===== src/assert_macros.svh =====
// Assertion helper macros
`ifndef ASSERT_MACROS_SVH
`define ASSERT_MACROS_SVH
// immediate-implication check on a clock, reset disabled
`define ASSERT_IMP(label, clk, rst_n, pre, post) \
    label: assert property (@(posedge clk) disable iff (!rst_n) (pre) |-> (post)) \
        else $error("assertion failed");
// next-cycle implication check
`define ASSERT_NXT(label, clk, rst_n, pre, post) \
    label: assert property (@(posedge clk) disable iff (!rst_n) (pre) |=> (post)) \
        else $error("assertion failed");
`endif


===== src/sha_pkg.sv =====
// ----------------------------------------------------------------------------
// SHA-256 package
// Payload types, constants and round functions.
// ----------------------------------------------------------------------------
`default_nettype none
package sha_pkg;
    typedef struct packed {
        logic [7:0] data_byte;
        logic       byte_present;
        logic       message_end;
    } t_in_item;

    typedef struct packed {
        logic [31:0] digest_word_0;
        logic [31:0] digest_word_1;
        logic [31:0] digest_word_2;
        logic [31:0] digest_word_3;
        logic [31:0] digest_word_4;
        logic [31:0] digest_word_5;
        logic [31:0] digest_word_6;
        logic [31:0] digest_word_7;
    } t_out_item;

    // byte source selected for a block buffer write
    typedef enum logic [1:0] {
        SRC_DATA = 2'd0,
        SRC_PAD  = 2'd1,
        SRC_ZERO = 2'd2,
        SRC_LEN  = 2'd3
    } t_src;

    // controller -> datapath
    typedef struct packed {
        logic       wr_en;
        t_src       src;
        logic [5:0] wr_pos;
        logic [2:0] len_idx;
        logic       cnt_inc;
        logic       start;
        logic       round_en;
        logic       finish_blk;
        logic       reset_cv;
    } t_cmd;

    // datapath -> controller
    typedef struct packed {
        logic [5:0] pos;
        logic [5:0] round;
    } t_status;

    localparam logic [7:0] PAD_BYTE = 8'h80;

    localparam logic [255:0] IV = {
        32'h6a09e667, 32'hbb67ae85, 32'h3c6ef372, 32'ha54ff53a,
        32'h510e527f, 32'h9b05688c, 32'h1f83d9ab, 32'h5be0cd19};

    function automatic logic [31:0] round_k(input logic [5:0] i);
        logic [31:0] k [64];
        k = '{
            32'h428a2f98, 32'h71374491, 32'hb5c0fbcf, 32'he9b5dba5,
            32'h3956c25b, 32'h59f111f1, 32'h923f82a4, 32'hab1c5ed5,
            32'hd807aa98, 32'h12835b01, 32'h243185be, 32'h550c7dc3,
            32'h72be5d74, 32'h80deb1fe, 32'h9bdc06a7, 32'hc19bf174,
            32'he49b69c1, 32'hefbe4786, 32'h0fc19dc6, 32'h240ca1cc,
            32'h2de92c6f, 32'h4a7484aa, 32'h5cb0a9dc, 32'h76f988da,
            32'h983e5152, 32'ha831c66d, 32'hb00327c8, 32'hbf597fc7,
            32'hc6e00bf3, 32'hd5a79147, 32'h06ca6351, 32'h14292967,
            32'h27b70a85, 32'h2e1b2138, 32'h4d2c6dfc, 32'h53380d13,
            32'h650a7354, 32'h766a0abb, 32'h81c2c92e, 32'h92722c85,
            32'ha2bfe8a1, 32'ha81a664b, 32'hc24b8b70, 32'hc76c51a3,
            32'hd192e819, 32'hd6990624, 32'hf40e3585, 32'h106aa070,
            32'h19a4c116, 32'h1e376c08, 32'h2748774c, 32'h34b0bcb5,
            32'h391c0cb3, 32'h4ed8aa4a, 32'h5b9cca4f, 32'h682e6ff3,
            32'h748f82ee, 32'h78a5636f, 32'h84c87814, 32'h8cc70208,
            32'h90befffa, 32'ha4506ceb, 32'hbef9a3f7, 32'hc67178f2};
        return k[i];
    endfunction

    function automatic logic [31:0] rotr(input logic [31:0] x, input int n);
        return (x >> n) | (x << (32 - n));
    endfunction
endpackage
`default_nettype wire


===== src/sha_dp.sv =====
// ----------------------------------------------------------------------------
// SHA-256 datapath
// Block buffer, byte count, message schedule window and round registers.
// ----------------------------------------------------------------------------
`default_nettype none
module sha_dp import sha_pkg::*; (
    input  wire logic      i_clk,
    input  wire logic      i_rst_n,
    input  wire logic [7:0] i_byte,
    input  wire t_cmd      i_cmd,
    output t_status        o_stat,
    output logic [255:0]   o_digest
);
    // block buffer kept as 16 big-endian words, written one byte at a time
    logic [31:0]  r_buf [16];
    logic [60:0]  r_cnt;
    logic [31:0]  r_w [16];
    logic [31:0]  r_v [8];
    logic [255:0] r_cv;
    logic [5:0]   r_round;
    logic [7:0]   wr_data;
    logic [63:0]  bits;
    logic [31:0]  s0, s1, w_new, t1, t2, e, a;

    assign bits = {r_cnt, 3'b000};

    always_comb begin
        case (i_cmd.src)
            SRC_DATA: wr_data = i_byte;
            SRC_PAD:  wr_data = PAD_BYTE;
            SRC_ZERO: wr_data = 8'h00;
            SRC_LEN:  wr_data = bits[8*(7-i_cmd.len_idx) +: 8];
            default:  wr_data = 8'h00;
        endcase
    end

    // schedule: window of 16 words, w[0] is the current round word
    assign s0 = rotr(r_w[1], 7) ^ rotr(r_w[1], 18) ^ (r_w[1] >> 3);
    assign s1 = rotr(r_w[14], 17) ^ rotr(r_w[14], 19) ^ (r_w[14] >> 10);
    assign w_new = s1 + r_w[9] + s0 + r_w[0];

    assign e  = r_v[4];
    assign a  = r_v[0];
    assign t1 = r_v[7] + (rotr(e, 6) ^ rotr(e, 11) ^ rotr(e, 25))
              + ((e & r_v[5]) ^ (~e & r_v[6])) + round_k(r_round) + r_w[0];
    assign t2 = (rotr(a, 2) ^ rotr(a, 13) ^ rotr(a, 22))
              + ((a & r_v[1]) ^ (a & r_v[2]) ^ (r_v[1] & r_v[2]));

    always_ff @(posedge i_clk) begin
        if (i_cmd.wr_en) begin
            r_buf[i_cmd.wr_pos[5:2]][31 - 8*i_cmd.wr_pos[1:0] -: 8] <= wr_data;
        end
        if (i_cmd.start) begin
            for (int i = 0; i < 16; i++) begin
                r_w[i] <= r_buf[i];
            end
            for (int i = 0; i < 8; i++) begin
                r_v[i] <= r_cv[255-32*i -: 32];
            end
        end else if (i_cmd.round_en) begin
            for (int i = 0; i < 15; i++) begin
                r_w[i] <= r_w[i+1];
            end
            r_w[15] <= w_new;
            r_v[7] <= r_v[6];
            r_v[6] <= r_v[5];
            r_v[5] <= r_v[4];
            r_v[4] <= r_v[3] + t1;
            r_v[3] <= r_v[2];
            r_v[2] <= r_v[1];
            r_v[1] <= r_v[0];
            r_v[0] <= t1 + t2;
        end
    end

    always_ff @(posedge i_clk) begin
        if (!i_rst_n) begin
            r_cnt   <= '0;
            r_cv    <= IV;
            r_round <= '0;
        end else begin
            if (i_cmd.reset_cv) begin
                r_cnt <= '0;
                r_cv  <= IV;
            end else begin
                if (i_cmd.cnt_inc) begin
                    r_cnt <= r_cnt + 61'd1;
                end
                if (i_cmd.finish_blk) begin
                    for (int i = 0; i < 8; i++) begin
                        r_cv[255-32*i -: 32] <= r_cv[255-32*i -: 32] + r_v[i];
                    end
                end
            end
            if (i_cmd.start) begin
                r_round <= '0;
            end else if (i_cmd.round_en) begin
                r_round <= r_round + 6'd1;
            end
        end
    end

    assign o_stat.pos   = r_cnt[5:0];
    assign o_stat.round = r_round;
    assign o_digest     = r_cv;
endmodule
`default_nettype wire


===== src/sha_ctrl.sv =====
// ----------------------------------------------------------------------------
// SHA-256 controller
// Sequences byte loads, padding, compressions and digest delivery.
// ----------------------------------------------------------------------------
`default_nettype none
module sha_ctrl import sha_pkg::*; (
    input  wire logic     i_clk,
    input  wire logic     i_rst_n,
    input  wire logic     i_valid,
    input  wire t_in_item i_item,
    output logic          o_stall,
    input  wire t_status  i_stat,
    output t_cmd          o_cmd,
    output logic          o_out_valid,
    input  wire logic     i_out_stall
);
    typedef enum logic [6:0] {
        S_IDLE  = 7'b0000001,
        S_START = 7'b0000010,
        S_ROUND = 7'b0000100,
        S_SUM   = 7'b0001000,
        S_PAD   = 7'b0010000,
        S_LEN   = 7'b0100000,
        S_OUT   = 7'b1000000
    } t_state;

    t_state     r_state, n_state;
    logic       r_fin, n_fin;     // message end pending
    logic       r_last, n_last;   // compression in flight is the final one
    logic [5:0] r_p, n_p;         // padding write position
    logic       acc;

    assign o_stall     = (r_state != S_IDLE);
    assign acc         = i_valid && !o_stall;
    assign o_out_valid = (r_state == S_OUT);

    always_comb begin
        n_state = r_state;
        n_fin   = r_fin;
        n_last  = r_last;
        n_p     = r_p;
        o_cmd   = '0;
        o_cmd.src = SRC_DATA;
        case (r_state)
            S_IDLE: begin
                if (acc) begin
                    n_fin = i_item.message_end;
                    if (i_item.byte_present) begin
                        o_cmd.wr_en   = 1'b1;
                        o_cmd.wr_pos  = i_stat.pos;
                        o_cmd.cnt_inc = 1'b1;
                        if (i_stat.pos == 6'd63) begin
                            n_last  = 1'b0;
                            n_state = S_START;
                        end else if (i_item.message_end) begin
                            n_p     = i_stat.pos + 6'd1;
                            n_state = S_PAD;
                        end
                    end else if (i_item.message_end) begin
                        n_p     = i_stat.pos;
                        n_state = S_PAD;
                    end
                end
            end
            S_PAD: begin
                // 0x80 at the count position, zeros after it
                o_cmd.wr_en  = 1'b1;
                o_cmd.wr_pos = r_p;
                o_cmd.src    = (r_p == i_stat.pos) ? SRC_PAD : SRC_ZERO;
                n_p = r_p + 6'd1;
                if (r_p == 6'd63) begin
                    n_last  = 1'b0;
                    n_state = S_START;
                end else if (r_p == 6'd55) begin
                    n_state = S_LEN;
                end
            end
            S_LEN: begin
                o_cmd.wr_en   = 1'b1;
                o_cmd.wr_pos  = r_p;
                o_cmd.src     = SRC_LEN;
                o_cmd.len_idx = r_p[2:0];
                n_p = r_p + 6'd1;
                if (r_p == 6'd63) begin
                    n_last  = 1'b1;
                    n_state = S_START;
                end
            end
            S_START: begin
                o_cmd.start = 1'b1;
                n_state = S_ROUND;
            end
            S_ROUND: begin
                o_cmd.round_en = 1'b1;
                if (i_stat.round == 6'd63) begin
                    n_state = S_SUM;
                end
            end
            S_SUM: begin
                o_cmd.finish_blk = 1'b1;
                if (r_last) begin
                    n_state = S_OUT;
                end else if (r_fin) begin
                    // spill block done, or full block just before the end:
                    // padding restarts at position 0 (0x80 only if count is there)
                    n_p     = 6'd0;
                    n_state = S_PAD;
                end else begin
                    n_state = S_IDLE;
                end
            end
            S_OUT: begin
                if (!i_out_stall) begin
                    o_cmd.reset_cv = 1'b1;
                    n_fin   = 1'b0;
                    n_state = S_IDLE;
                end
            end
            default: n_state = S_IDLE;
        endcase
    end

    always_ff @(posedge i_clk) begin
        if (!i_rst_n) begin
            r_state <= S_IDLE;
            r_fin   <= 1'b0;
            r_last  <= 1'b0;
            r_p     <= '0;
        end else begin
            r_state <= n_state;
            r_fin   <= n_fin;
            r_last  <= n_last;
            r_p     <= n_p;
        end
    end
endmodule
`default_nettype wire


===== src/sha256_byte_stream_hasher.sv =====
// ----------------------------------------------------------------------------
// SHA-256 byte stream hasher
// Hashes a byte stream and delivers the 256-bit digest at message end.
// ----------------------------------------------------------------------------
// Usage:
//  Input channel (i_valid / o_stall, payload i_item): one transfer may carry a
//  message byte (byte_present) and may end the message (message_end).
//  Output channel (o_valid / i_stall, payload o_item): one transfer per
//  message, the eight digest words in big-endian word order.
//  Throughput: one byte per cycle inside a block. The 64th byte of a block
//  starts a compression (load, 64 rounds at one per cycle on one shared round
//  unit, chaining add) during which input is stalled.
//  Message end: padding writes one byte per cycle from the pad position up to
//  63, then a compression; a second pad pass over the whole block and a second
//  compression follow when the length does not fit the current block.
//  o_valid rises the cycle after the final chaining add and the digest is
//  shown until the receiver takes it.
//  Reset (synchronous, i_rst_n low) loads the standard initial value and
//  clears the byte count; the block buffer holds no reset value.
//  While the receiver stalls, the digest holds and no input is accepted.
// ----------------------------------------------------------------------------
`default_nettype none
`include "assert_macros.svh"
module sha256_byte_stream_hasher import sha_pkg::*; (
    input  wire logic      i_clk,
    input  wire logic      i_rst_n,
    input  wire logic      i_valid,
    output logic           o_stall,
    input  wire t_in_item  i_item,
    output logic           o_valid,
    input  wire logic      i_stall,
    output t_out_item      o_item
);
    t_cmd         cmd;
    t_status      stat;
    logic [255:0] digest;

    sha_ctrl u_ctrl (
        .i_clk       (i_clk),
        .i_rst_n     (i_rst_n),
        .i_valid     (i_valid),
        .i_item      (i_item),
        .o_stall     (o_stall),
        .i_stat      (stat),
        .o_cmd       (cmd),
        .o_out_valid (o_valid),
        .i_out_stall (i_stall)
    );

    sha_dp u_dp (
        .i_clk    (i_clk),
        .i_rst_n  (i_rst_n),
        .i_byte   (i_item.data_byte),
        .i_cmd    (cmd),
        .o_stat   (stat),
        .o_digest (digest)
    );

    assign o_item = digest;

    // no input while a digest is offered
    `ASSERT_IMP(a_no_in_while_out, i_clk, i_rst_n, o_valid, o_stall)
    // chaining value only reloads when the digest is taken
    `ASSERT_IMP(a_reset_cv_on_take, i_clk, i_rst_n, cmd.reset_cv, o_valid && !i_stall)
    // a held digest stays put
    `ASSERT_NXT(a_digest_hold, i_clk, i_rst_n, o_valid && i_stall, $stable(o_item))
endmodule
`default_nettype wire

===== config.mk =====
export PLATFORM = sky130hd
export DESIGN_NAME = sha256_byte_stream_hasher
export DESIGN_NICKNAME = d
export VERILOG_FILES = /design/src/sha_pkg.sv /design/src/sha_dp.sv /design/src/sha_ctrl.sv /design/src/sha256_byte_stream_hasher.sv
export VERILOG_INCLUDE_DIRS = /design/src /design/src/src
export SDC_FILE = /design/constraint.sdc
export NUM_CORES = 2
export LEC_CHECK = 0
export BUFFER_PORTS_ARGS = -buffer_cell sky130_fd_sc_hd__buf_4
export CAP_MARGIN = 20
export CORE_ASPECT_RATIO = 1.2
export CORE_MARGIN = 5
export CORE_UTILIZATION = 55
export DETAILED_ROUTE_END_ITERATION = 8
export GPL_TIMING_DRIVEN = 0
export PLACE_DENSITY_LB_ADDON = 0.3
export SLEW_MARGIN = 20
export SYNTH_ARGS = -nofsm -noshare
export SYNTH_HDL_FRONTEND = slang
export SYNTH_SLANG_ARGS = --single-unit

===== constraint.sdc =====
create_clock -name i_clk -period 18.3 [get_ports i_clk]
set_clock_uncertainty 0.15 [all_clocks]
set_input_delay 3.66 -clock i_clk [delete_from_list [all_inputs] [get_ports i_clk]]
set_output_delay 3.66 -clock i_clk [all_outputs]
set_load 0.005 [all_outputs]

==> flow_summary.yaml <==
status:
  status: "finished, final reports clean"
layout:
  finalNonFillerCells: 11600
  final_util_pct: 62.6
  fin_nets: 9955
  drive_gt1_share_pct: 7.45
  area_delta_synth_final_pct: 13.5
route:
  drcViolationCount: 0
  vias: 72800
  drt_iter0_drc: 9122
  via_per_inst: 6.27
  first_pass_iters: 6
  wl_per_cell_um: 30.5
  ant_nets: 0
  wl_um: 354000
synthesis:
  synth_common_cells: "nand2_1 (2606), edfxtp_1 (1280), a21oi_1 (495)"
  ys_ff_latch: 1618
  synth_area_leaders: "edfxtp_1 (43%), nand2_1 (11%), dfxtp_1 (7.7%), ha_1 (5.6%), fa_1 (4.4%)"
  avgSynthCellArea_um2: 9.98
  yosys_warnings: 0
  netlist_instances: 8853
  syn_nets: 9458
  yosysMostFrequentCell: "nand2_1"
  yosysTopAreaCell: "edfxtp_1"
  synthArstFlopShare_pct: 0
  synth_edf_count: 1280
  synth.distinct_cells: 93
  yosys.area.top_type_share_pct: 43.5
  synth-main-ff-cell: "edfxtp_1"
  syn-cell-area_um2: 88400
  ys_seq_area_share_pct: 51.1
power:
  switching_power_w: 0.00176
  clkPwrFrac_pct: 45.5
  swShare_pct: 22.6
  power_density_nw_per_um2: 77.9
  combPwrFrac_pct: 3.8
  p_seq_share_pct: 50.6
  irDropWorstVdd_uv: 106
  p_int_w: 0.00605
  cellLeakagePower_nw: 40.4
clocking:
  cts_sinks: 1618
  cts_setup_buffers: 0
  insertion_delay_ns: 0.86
  htree_levels: 4
  clk_path_buf_depth: 3
  tritoncts: "built"
  clockRootBuffer: "clkbuf_16"
  cts.repair.resized: 0
  postCtsHoldBufs: 0
  clk_pin_slew_ns: 0.07
  cts_inserted_buffers: 165
sta:
  min_period_ns: 12.27
  relSlewSlack_pct: 14.8
  slew_viol_final: 0
  rsz0062_at_grt: "false"
  finalSetupViolations: 0
  final-hold-violation-count: 0
  setup_ws_ns: 6.03
  finalSetupTns_ns: 0
  worst_pin_slew_ns: 1.28
  fin_crit_sh_pct: 67.0
  fmaxAchievable_mhz: 81.5
die:
  rows: 161
  core_area_um2: 160000
  die_area_um2: 169000
  die_h_um: 449
  die_x_um: 376
  start_util_pct: 55.2
  ios: 272
setup_path:
  crit_path_top_delay_cell: "xnor2_1"
  end_kind: "flip-flop"
  critical-path-top-delay-family: "adder cells"
  cp.arrival_ns: 12.82
  r2r_slack_ns: 6.03
  path_buf_inv: 5
  reg2reg_depth: 40
  cp_max_fo: 13
  critical-path-max-stage-delay_ns: 0.90
  crit_type: "reg2reg"
  required_ns: 18.85
  r2r-start: "u_dp.r_round[0]"
  start_kind: "flip-flop"
  critPathMostFrequentCell: "fa_1"
  rr_endpoint: "u_dp.r_v[0][31]"
hold_path:
  hp-start: "u_dp.r_buf[13][22]"
  hold_path_depth: 2
  hold_end: "u_dp.r_w[0][438]"
  hp-class: "reg2reg"
global_routing:
  grt_max_degree: 101
  antenna_found_initial: 29
  grt_pass1_wl_um: 492000
  track_usage_pct: 40.8
  grt_overflow: 0
  grt_pass1_vias: 69500
placed_design:
  place_inst: 11300
  dpl.hpwl_um: 274000
  gp_congestion: 1.02
  numPortBuffers: 271
  pre_cts_slack_ns: 6.48
flow_run:
  maxCapViolCount: 0
[worst min-delay path, delay by kind of cell, from the launching register on]
family	cells	cell delay (ns)
and+or+nand+nor	2	0.11
DFF	1	0.32
[metal layers]
layer	track usage (%)	vias to the layer above	routed length [um]
met1	48.8	35200	123000
met3	8.37	1314	35500
met4	31.7	12	35000
li1	-	31700	-
met2	64.6	4653	161000
met5	0	-	85
[power groups by stage]
stage          combinational, W  sequential [W]  clock [W]
4_1_cts                0.000291         0.00396    0.00356
6_report               0.000300         0.00396    0.00356
3_3_place_gp           0.000251         0.00404          0
5_1_grt                0.000307         0.00395    0.00372
3_5_place_dp           0.000289         0.00403          0
2_1_floorplan          0.000138         0.00403          0
[final cells by class]
type	count	area, um2
multi-input combinational	6520	40700
clock buffer	216	4470
fill	13000	59800
sequential	1618	45200
buffer	425	1660
antenna	18	45.0
inverter	290	1090
clock inverter	86	1190
timing repair buffer	330	3270
tap	2119	2650
[state kept, by name (all words and copies together), names as in the netlist]
| name | flops |
|---|---|
| u_dp.r_buf | 512 |
| u_dp.r_cnt | 61 |
| u_dp.r_w | 512 |
| u_ctrl.r_last | 1 |
| u_dp.o_digest | 256 |
| u_dp.r_v | 256 |
| u_ctrl.r_fin | 1 |
| u_dp.r_round | 6 |
| u_ctrl.r_state | 7 |
| u_ctrl.r_p | 6 |
[logic make-up after synthesis]
family	count (synthesis)	share of synthesized area (%)
adders and majority gates	616	10.3
AOI/OAI and AO/OA	1604	11.4
and+or+nand+nor	3607	16.9
xor gates and xnor gates	619	6.17
muxes	74	1.10
DFF	1618	51.1
buffers and inverters	715	3.06
[cells in the final DEF, fill, tap and decap left out, types with 25 or more instances in the layout]
master	netlist	final
edfxtp_1	1280	1280
nand3_1	121	121
xor2_1	216	216
xnor2_1	401	401
nand4_1	30	30
maj3_1	25	25
nor2_1	403	397
buf_4	3	284
o21bai_1	49	49
fa_1	195	195
or3_1	31	31
o211ai_1	102	102
and3_1	77	77
clkbuf_2	0	38
o21a_1	68	68
nand2_1	2606	2605
mux2i_1	49	49
a21oi_1	495	495
nor2b_1	77	53
buf_16	0	33
a211oi_1	49	49
dfxtp_1	338	338
clkinv_1	2	31
nand2b_1	73	73
ha_1	396	396
o21ai_0	371	369
inv_1	288	288
a21o_1	184	184
a31oi_1	54	54
clkbuf_1	394	393
nor3_1	83	79
clkbuf_16	0	166
[worst max path at each step]
stage	cells after the start	slack, ns	startpoint	end
after detailed placement	40	6.48	u_dp.r_round[0]	u_dp.r_v[0][31]
after CTS	40	6.44	u_dp.r_round[0]	u_dp.r_v[0][31]
final	40	6.03	u_dp.r_round[0]	u_dp.r_v[0][31]
after floorplan	9	6.53	u_ctrl.r_state[4]	u_ctrl.r_last
after global routing	40	5.86	u_dp.r_round[0]	u_dp.r_v[0][31]
after global placement	7	1.01	u_ctrl.r_state[6]	u_ctrl.r_last
[through the flow]
stage | hold slack (ns) | total power, W | instance area, um2
after floorplan | 0.314 | 0.00417 | 88400
after CTS | 0.343 | 0.00781 | 100000
after detailed placement | 0.340 | 0.00432 | 94600
after global placement | 0.334 | 0.00429 | 93100
final | 0.349 | 0.00781 | 100000
after global routing | 0.364 | 0.00798 | 100000
No activity file was read; power rests on OpenSTA's default activity.
